**src/sv/zcl_arp_pkg.sv**
```systemverilog
// ----------------------------------------------------------------------------
// zcl_arp_pkg
// Types, codes and helpers for the ZCL attribute record parser.
// ----------------------------------------------------------------------------
package zcl_arp_pkg;

  // Parser phase, one-hot
  typedef enum logic [5:0] {
    PH_HEADER = 6'b000001,
    PH_NUMBER = 6'b000010,
    PH_BOOL   = 6'b000100,
    PH_STRLEN = 6'b001000,
    PH_STRING = 6'b010000,
    PH_DROP   = 6'b100000
  } phase_t;

  // Result kinds
  localparam logic [1:0] KIND_RECORD  = 2'd0;
  localparam logic [1:0] KIND_STRBYTE = 2'd1;
  localparam logic [1:0] KIND_ERROR   = 2'd2;
  localparam logic [1:0] KIND_END     = 2'd3;

  // Value classes
  localparam logic [2:0] CLS_NONE     = 3'd0;
  localparam logic [2:0] CLS_BOOL     = 3'd1;
  localparam logic [2:0] CLS_UNSIGNED = 3'd2;
  localparam logic [2:0] CLS_SIGNED   = 3'd3;
  localparam logic [2:0] CLS_STRING   = 3'd4;

  // Error codes
  localparam logic [1:0] ERR_TRUNC    = 2'd0;
  localparam logic [1:0] ERR_BOOL     = 2'd1;
  localparam logic [1:0] ERR_UNSUP    = 2'd2;

  // ZCL type codes
  localparam logic [7:0] TYPE_NONE    = 8'h00;
  localparam logic [7:0] TYPE_BOOL    = 8'h10;
  localparam logic [7:0] TYPE_ENUM8   = 8'h30;
  localparam logic [7:0] TYPE_ENUM16  = 8'h31;
  localparam logic [7:0] TYPE_OCTSTR  = 8'h41;
  localparam logic [7:0] TYPE_CHARSTR = 8'h42;
  localparam logic [7:0] STR_LEN_NONE = 8'hFF;

  // Byte width of a numeric type, 0 when not numeric
  function automatic logic [3:0] num_width(input logic [7:0] t);
    logic [3:0] w;
    w = 4'd0;
    case (t) inside
      [8'h08:8'h0F], [8'h18:8'h2F]: w = {1'b0, t[2:0]} + 4'd1;
      TYPE_ENUM8:                   w = 4'd1;
      TYPE_ENUM16:                  w = 4'd2;
      default:                      w = 4'd0;
    endcase
    return w;
  endfunction

  // Signed type range
  function automatic logic is_signed_type(input logic [7:0] t);
    logic s;
    s = 1'b0;
    case (t) inside
      [8'h28:8'h2F]: s = 1'b1;
      default:       s = 1'b0;
    endcase
    return s;
  endfunction

endpackage

```
**src/sv/zcl_attribute_record_parser_core.sv**
```systemverilog
// ----------------------------------------------------------------------------
// zcl_attribute_record_parser_core
// Byte-serial parser for ZCL attribute record lists: id, type, value.
// ----------------------------------------------------------------------------
//
//   channel | direction | handshake            | payload
//   --------+-----------+----------------------+---------------------------------
//   in      | into core | in_valid / in_stall  | data_byte, last_byte
//   out     | from core | out_valid / out_stall| record_kind, attr_id, type_code,
//           |           |                      | value_class, value_bits,
//           |           |                      | string_length, string_byte,
//           |           |                      | error_code, list_end
//
// One byte per cycle sustained while out_stall is low. A byte is held in the
// input register, the parse step runs between that register and the result
// register, and a result is loaded as its byte leaves the input register.
// Bytes that give no result (header bytes, leading value bytes, dropped
// bytes) retire without touching the result register.
// Synchronous reset returns the parser to the header phase with both
// registers empty. out_stall holds the result; a parked input byte then
// raises in_stall until the result register frees up.
// ----------------------------------------------------------------------------
module zcl_attribute_record_parser_core
  import zcl_arp_pkg::*;
(
  input  logic        clk,
  input  logic        rst,
  // input channel
  input  logic        in_valid,
  output logic        in_stall,
  input  logic [7:0]  data_byte,
  input  logic        last_byte,
  // output channel
  output logic        out_valid,
  input  logic        out_stall,
  output logic [1:0]  record_kind,
  output logic [15:0] attr_id,
  output logic [7:0]  type_code,
  output logic [2:0]  value_class,
  output logic [63:0] value_bits,
  output logic [7:0]  string_length,
  output logic [7:0]  string_byte,
  output logic [1:0]  error_code,
  output logic        list_end
);

  // Input register
  logic        s1_valid;
  logic [7:0]  s1_byte;
  logic        s1_last;

  // Parser state
  phase_t      phase,             phase_next;
  logic [3:0]  byte_count,        byte_count_next;
  logic [15:0] held_id,           held_id_next;
  logic [7:0]  held_type,         held_type_next;
  logic [63:0] value_accumulator, value_accumulator_next;
  logic [7:0]  string_remaining,  string_remaining_next;

  // Result of the current parse step
  logic        res;
  logic [1:0]  res_kind;
  logic [2:0]  res_class;
  logic [63:0] res_value;
  logic [7:0]  res_slen;
  logic [7:0]  res_sbyte;
  logic [1:0]  res_err;

  logic        out_free;
  logic        s1_adv;

  // Number helpers
  logic [3:0]  width;
  logic [63:0] acc_or;
  logic [3:0]  count_inc;
  logic [6:0]  sign_pos;
  logic [63:0] ext_value;
  logic [7:0]  rem_dec;

  // Handshake: a byte leaves the input register when its result (if any)
  // has somewhere to go.
  assign out_free = !out_valid || !out_stall;
  assign s1_adv   = s1_valid && (!res || out_free);
  assign in_stall = s1_valid && !s1_adv;

  always_comb begin
    width = num_width(held_type);
    if (width == 4'd0 || width > 4'd8) begin
      width = 4'd1;
    end
    acc_or    = value_accumulator
                | (64'(s1_byte) << {byte_count[2:0], 3'b000});
    count_inc = byte_count + 4'd1;
    sign_pos  = {width, 3'b000} - 7'd1;
    ext_value = acc_or;
    if (is_signed_type(held_type) && width < 4'd8 && acc_or[sign_pos[5:0]]) begin
      ext_value = acc_or | ({64{1'b1}} << {width, 3'b000});
    end
    rem_dec = (string_remaining != 8'd0) ? string_remaining - 8'd1 : string_remaining;
  end

  // Parse step
  always_comb begin
    phase_next             = phase;
    byte_count_next        = byte_count;
    held_id_next           = held_id;
    held_type_next         = held_type;
    value_accumulator_next = value_accumulator;
    string_remaining_next  = string_remaining;
    res       = 1'b0;
    res_kind  = KIND_RECORD;
    res_class = CLS_NONE;
    res_value = '0;
    res_slen  = '0;
    res_sbyte = '0;
    res_err   = ERR_TRUNC;

    case (phase)
      PH_HEADER: begin
        if (byte_count == 4'd0) begin
          held_id_next    = {8'h00, s1_byte};
          byte_count_next = 4'd1;
        end else if (byte_count == 4'd1) begin
          held_id_next    = held_id | {s1_byte, 8'h00};
          byte_count_next = 4'd2;
        end else begin
          held_type_next         = s1_byte;
          byte_count_next        = 4'd0;
          value_accumulator_next = '0;
          if (s1_byte == TYPE_NONE) begin
            res = 1'b1;
          end else if (s1_byte == TYPE_BOOL) begin
            phase_next = PH_BOOL;
          end else if (num_width(s1_byte) != 4'd0) begin
            phase_next = PH_NUMBER;
          end else if (s1_byte == TYPE_OCTSTR || s1_byte == TYPE_CHARSTR) begin
            phase_next = PH_STRLEN;
          end else begin
            res        = 1'b1;
            res_kind   = KIND_ERROR;
            res_err    = ERR_UNSUP;
            phase_next = PH_DROP;
          end
        end
      end
      PH_NUMBER: begin
        value_accumulator_next = acc_or;
        byte_count_next        = count_inc;
        if (count_inc >= width) begin
          value_accumulator_next = ext_value;
          res             = 1'b1;
          res_class       = is_signed_type(held_type) ? CLS_SIGNED : CLS_UNSIGNED;
          res_value       = ext_value;
          phase_next      = PH_HEADER;
          byte_count_next = 4'd0;
        end
      end
      PH_BOOL: begin
        res = 1'b1;
        if (s1_byte > 8'd1) begin
          res_kind   = KIND_ERROR;
          res_err    = ERR_BOOL;
          phase_next = PH_DROP;
        end else begin
          res_class  = CLS_BOOL;
          res_value  = 64'(s1_byte);
          phase_next = PH_HEADER;
        end
      end
      PH_STRLEN: begin
        res       = 1'b1;
        res_class = CLS_STRING;
        if (s1_byte == 8'd0 || s1_byte == STR_LEN_NONE) begin
          phase_next = PH_HEADER;
        end else begin
          res_slen              = s1_byte;
          string_remaining_next = s1_byte;
          phase_next            = PH_STRING;
        end
      end
      PH_STRING: begin
        res                   = 1'b1;
        res_kind              = KIND_STRBYTE;
        res_class             = CLS_STRING;
        res_sbyte             = s1_byte;
        string_remaining_next = rem_dec;
        if (rem_dec == 8'd0) begin
          phase_next = PH_HEADER;
        end
      end
      PH_DROP: begin
        // rest of buffer is discarded
      end
      default: begin
        phase_next = PH_HEADER;
      end
    endcase

    // Buffer end: list end marker, or truncation if a value is open
    if (s1_last) begin
      if (phase_next == PH_HEADER) begin
        if (!res) begin
          res      = 1'b1;
          res_kind = KIND_END;
        end
      end else if (phase_next != PH_DROP) begin
        res       = 1'b1;
        res_kind  = KIND_ERROR;
        res_err   = ERR_TRUNC;
        res_class = CLS_NONE;
        res_value = '0;
        res_slen  = '0;
        res_sbyte = '0;
      end
      phase_next            = PH_HEADER;
      byte_count_next       = 4'd0;
      string_remaining_next = 8'd0;
    end
  end

  // Input register
  always_ff @(posedge clk) begin
    if (rst) begin
      s1_valid <= 1'b0;
    end else if (in_valid && !in_stall) begin
      s1_valid <= 1'b1;
    end else if (s1_adv) begin
      s1_valid <= 1'b0;
    end
  end

  always_ff @(posedge clk) begin
    if (in_valid && !in_stall) begin
      s1_byte <= data_byte;
      s1_last <= last_byte;
    end
  end

  // Parser state
  always_ff @(posedge clk) begin
    if (rst) begin
      phase             <= PH_HEADER;
      byte_count        <= 4'd0;
      held_id           <= 16'd0;
      held_type         <= 8'd0;
      value_accumulator <= 64'd0;
      string_remaining  <= 8'd0;
    end else if (s1_adv) begin
      phase             <= phase_next;
      byte_count        <= byte_count_next;
      held_id           <= held_id_next;
      held_type         <= held_type_next;
      value_accumulator <= value_accumulator_next;
      string_remaining  <= string_remaining_next;
    end
  end

  // Result register
  always_ff @(posedge clk) begin
    if (rst) begin
      out_valid <= 1'b0;
    end else if (s1_adv && res) begin
      out_valid <= 1'b1;
    end else if (!out_stall) begin
      out_valid <= 1'b0;
    end
  end

  always_ff @(posedge clk) begin
    if (s1_adv && res) begin
      record_kind   <= res_kind;
      attr_id       <= (res_kind == KIND_END) ? 16'd0 : held_id_next;
      type_code     <= (res_kind == KIND_END) ? 8'd0 : held_type_next;
      value_class   <= res_class;
      value_bits    <= res_value;
      string_length <= res_slen;
      string_byte   <= res_sbyte;
      error_code    <= (res_kind == KIND_ERROR) ? res_err : ERR_TRUNC;
      list_end      <= s1_last;
    end
  end

endmodule

```
**config.mk**
```make
export PLATFORM = sky130hd
export DESIGN_NAME = zcl_attribute_record_parser_core
export DESIGN_NICKNAME = d
export VERILOG_FILES = /design/src/sv/zcl_arp_pkg.sv /design/src/sv/zcl_attribute_record_parser_core.sv
export SDC_FILE = /design/constraint.sdc
export NUM_CORES = 1
export LEC_CHECK = 0
export BUFFER_PORTS_ARGS = -buffer_cell sky130_fd_sc_hd__buf_2
export CAP_MARGIN = 5
export CORE_ASPECT_RATIO = 1.5
export CORE_MARGIN = 2
export CORE_UTILIZATION = 53
export CTS_CLUSTER_DIAMETER = 150
export DETAILED_ROUTE_END_ITERATION = 16
export GPL_TIMING_DRIVEN = 0
export PLACE_DENSITY = 0.85
export SETUP_SLACK_MARGIN = 0.2
export SYNTH_ARGS = -nofsm -noshare
export SYNTH_HDL_FRONTEND = slang
export SYNTH_SLANG_ARGS = --single-unit
```
**constraint.sdc**
```tcl
create_clock -name clk -period 8.4 [get_ports clk]
set_input_delay 0.84 -clock clk [delete_from_list [all_inputs] [get_ports clk]]
set_output_delay 0.84 -clock clk [all_outputs]
set_load 0.05 [all_outputs]
```
==> summary.txt <==
Status
  – Outcome: complete, but fails checks
  – Violated checks: capacitance limit, slew limit

Timing
  – Highest attainable clock frequency: 177.3 MHz
  – RSZ-0062 raised after global routing: no
  – Final number of max-transition violations: 9
  – Share of the cycle needed by the critical path after routing: 67.14%
  – Number of failing hold endpoints at the final stage: 0
  – Number of failing setup endpoints in the final timing report: 0
  – Final min period: 5.640 ns
  – Tightest slew margin relative to the limit: -3.199%
  – Worst-Margin Slew: 1.536 ns
  – Worst-case clock skew: 0.01079 ns
  – Setup total negative slack: 0 ns

Worst setup path
  – Slowest cell on crit path: sky130_fd_sc_hd__clkbuf_1
  – Classification of the worst setup path: flip-flop to output port
  – Largest incremental delay on the critical path: 0.62 ns
  – Sum of buffers and inverters on the critical path: 5
  – Kind of cell adding the most delay to the critical path: compound AO/OA/AOI/OAI gates
  – Worst Setup Start Kind: flip-flop
  – Data arrival at the endpoint of the critical path: 4.80 ns
  – Logic depth of the worst register-to-register path: 13
  – Beginning of the worst register-to-register path: held_type[0]
  – Highest net fanout along the worst path: 10
  – Worst R2R End: value_accumulator[62]
  – Critical path required time: 7.56 ns
  – Endpoint kind of the worst setup timing path: output port
  – Cells along the critical path: inv_1 > ha_1 > or3_1 > a41o_1 > inv_1 > ha_1 > nand2b_1 > a21o_1 > o221a_2 > o21ai_4 > clkbuf_1 > nand3_1 > nand4_1 > inv_1 > buf_2
  – Setup slack of the worst register-to-register path: 3.47 ns
  – Library cell appearing most often on the critical path: sky130_fd_sc_hd__inv_1

CTS
  – Clock-pin slew on the worst setup and hold paths: 0.07 ns
  – Root buffer cell: sky130_fd_sc_hd__clkbuf_16
  – H-tree depth: 1
  – Setup fix buffers added after clock tree synthesis: 0
  – Largest buffer count on any clock path: 3
  – Cells resized by post-CTS repair: 0
  – TritonCTS clock tree: built
  – Num CTS Buffers: 21
  – Number of clock sinks seen by CTS: 229
  – Clock insertion delay at the later pin of the skew report: 0.50 ns
  – Post-cts hold buffer count: 0

Die
  – IO Pins: 127
  – Die H: 179.6 um
  – Die width: 121.1 um
  – Total number of placement rows: 64
  – Initial cell density of the core: 53.80%
  – Core ar.: 20260 um2
  – Floorplan die area: 21750 um2

Detailed routing
  – Vias after detailed routing: 9635
  – Starting DRT DRC Count: 1011
  – Residual antenna-violating net count after detailed routing: 0
  – Routed length per placed instance: 21.73 um
  – First-pass DRT Iterations: 6
  – DRC: 0
  – Average via count per standard cell: 6.306
  – Total wirelength of the detailed-routed design: 33210 um

Logic synthesis
  – Synth async-reset ratio: 0%
  – Most used flip-flop cell after synthesis: sky130_fd_sc_hd__edfxtp_1
  – Mapped Area: 10900 um2
  – Synth warnings: 0
  – Number of synthesized flops with an enable pin: 121
  – Distinct cell type count after synthesis: 86
  – Sequential fraction of the synthesis area: 53.17%
  – Synth area leaders: sky130_fd_sc_hd__edfxtp_1 (33%), sky130_fd_sc_hd__dfxtp_1 (20%), sky130_fd_sc_hd__a21oi_1 (5.6%)
  – Biggest area consumer among synthesized cells: sky130_fd_sc_hd__edfxtp_1
  – Count of state elements after synthesis: 229
  – Net Count, Synth: 1128
  – Gate count of the mapped netlist: 1097
  – Share of the synthesized area in the top cell type: 33.33%
  – Mean instance size in the synthesized netlist: 9.937 um2

Worst hold path
  – Path category of the worst min-delay check: flip-flop to flip-flop
  – Depth of the worst hold-timing path: 2
  – Worst hold path startpoint: held_id[7]
  – Min-Delay Endpoint: held_id[7]

GRT
  – Largest net degree at the start of global routing: 37
  – Aggregate global routing overflow: 0
  – Total GRT Usage: 30.21%
  – First-pass GRT wire length: 50930 um
  – Initial antenna violation count: 0
  – Vias in the first global route: 9375

Power and ir drop
  – Peak supply drop: 0.1807 mV
  – P_leak: 0.004648 uW
  – Final total power: 2458 uW
  – PD cells: 194.6 nW/um2

Layout
  – Net count reported at finish: 1281
  – Layout-stage area growth over the synthesis result: 15.91%
  – Number of antenna repair diodes: 0
  – Layout cell share with drive strength beyond 1: 17.96%
  – Non-filler cells, final: 1528

Place
  – Placer's final routability congestion estimate: 0.9915
  – Placed cell count: 1490
  – Half-perimeter wire length after placement: 23540 um
  – Number of buffers inserted by port buffering: 125

Job
  – Max-Cap Viols: 1
-- final cells by class --
cell class                      instances  area (um2)
Sequential cell                       229        5796
Timing Repair Buffer                  130       718.2
Clock inverter                          8       53.80
Inverter                               54       202.7
Clock buffer                           29       620.6
Tap cell                              264       330.3
Buffer                                 98       462.9
Multi-Input combinational cell        716        4451
Fill cell                            1670        7625
-- layer usage --
| metal | part of all wire [%] | GRT usage (%) | up-vias |
|---|---|---|---|
| li1 | - | - | 4388 |
| met1 | 35 | 35.02 | 4511 |
| met2 | 48 | 50.31 | 573 |
| met3 | 9.3 | 5.615 | 163 |
| met4 | 7.5 | 20.00 | 0 |
| met5 | 0 | 0 | - |
-- Yosys cell counts (all sizes together) (9+ instances only) --
library cell and n:
nand4 29, a221o 28, a31o 9, nor2 39, nand2 95, edfxtp 121, dfxtp 108, inv 53
o211ai 34, a31oi 18, a211oi 10, ha 18, and3 22, and2 21, nor3 45, o21ai 87
clkbuf 65, nand3 27, buf 33, a21oi 123
-- power by group --
part / internal, uW / total, uW / switching (uW)
Combinational: 70.3 / 300 / 229
Sequential: 1200 / 1220 / 12.2
Clock: 521 / 942 / 421
Total: 1800 / 2460 / 663
-- flip-flops by register name, indices dropped and copies added, names as in the netlist --
register,flops
byte_count,4
value_accumulator,64
phase,6
error_code,2
attr_id,16
held_id,16
s1_valid,1
string_length,8
s1_byte,8
value_bits,64
s1_last,1
string_remaining,8
record_kind,2
held_type,8
type_code,8
string_byte,8
out_valid,1
value_class,3
list_end,1
-- how the worst max path moves through the flow --
| stage | depth (start not counted) | startpoint | slack [ns] | endpoint |
|---|---|---|---|---|
| after floorplan | 14 | held_type[0] | 2.32 | attr_id[0] |
| after global placement | 12 | byte_count[2] | 0.63 | value_bits[10] |
| after detailed placement | 15 | held_type[0] | 3.37 | in_stall |
| after CTS | 15 | held_type[0] | 2.84 | in_stall |
| after global routing | 15 | held_type[0] | 2.58 | in_stall |
| final | 15 | held_type[0] | 2.76 | in_stall |
-- tightest hold or removal path: stages (launching register included) --
cell	delay, ns
sky130_fd_sc_hd__dfxtp_1	0.31
sky130_fd_sc_hd__o21ai_0	0.07
sky130_fd_sc_hd__a21oi_1	0.06
-- cells in the final DEF (no fill, tap or decap), types with 5 or more instances in the layout --
| cell | n |
|---|---|
| sky130_fd_sc_hd__clkbuf_16 | 22 |
| sky130_fd_sc_hd__o211ai_1 | 34 |
| sky130_fd_sc_hd__clkbuf_1 | 66 |
| sky130_fd_sc_hd__nand3b_1 | 6 |
| sky130_fd_sc_hd__dfxtp_1 | 108 |
| sky130_fd_sc_hd__or4_1 | 7 |
| sky130_fd_sc_hd__and2_1 | 18 |
| sky130_fd_sc_hd__a211oi_1 | 10 |
| sky130_fd_sc_hd__buf_6 | 6 |
| sky130_fd_sc_hd__nand2_1 | 92 |
| sky130_fd_sc_hd__nor2_1 | 38 |
| sky130_fd_sc_hd__inv_1 | 53 |
| sky130_fd_sc_hd__edfxtp_1 | 121 |
| sky130_fd_sc_hd__xor2_1 | 5 |
| sky130_fd_sc_hd__buf_2 | 144 |
| sky130_fd_sc_hd__and3_1 | 21 |
| sky130_fd_sc_hd__a31o_1 | 5 |
| sky130_fd_sc_hd__nor2b_1 | 6 |
| sky130_fd_sc_hd__a31oi_1 | 18 |
| sky130_fd_sc_hd__a221o_1 | 28 |
| sky130_fd_sc_hd__nor3_1 | 42 |
| sky130_fd_sc_hd__buf_4 | 7 |
| sky130_fd_sc_hd__o21ai_0 | 83 |
| sky130_fd_sc_hd__nand4_1 | 29 |
| sky130_fd_sc_hd__a21oi_1 | 121 |
| sky130_fd_sc_hd__ha_1 | 18 |
| sky130_fd_sc_hd__nand3_1 | 27 |
-- per-stage QoR --
step | instance area (um2) | worst slack (ns) | hold slack (ns) | utilization [%]
3_5_place_dp | 11960 | 3.367 | 0.4515 | 59.01
4_1_cts | 12630 | 2.837 | 0.4745 | 62.34
5_1_grt | 12630 | 2.582 | 0.4896 | 62.36
3_3_place_gp | 11860 | 0.6327 | 0.4458 | 58.54
6_report | 12630 | 2.760 | 0.4829 | 62.36
2_1_floorplan | 10900 | 2.318 | 0.4363 | -
-- kinds of logic (layout without fill, tap and decap cells) --
family	Yosys count	count (layout)	share of synthesized area, %
AOI/OAI and AO/OA	353	353	20.83
and+or+nand+nor	331	331	16.33
DFF	229	229	53.17
buffers and inverters	152	319	6.106
adders and majority gates	18	18	2.066
xor gates and xnor gates	7	7	0.5625
muxes	7	7	0.9297
Note: power is estimated with default switching activity, not from simulation.
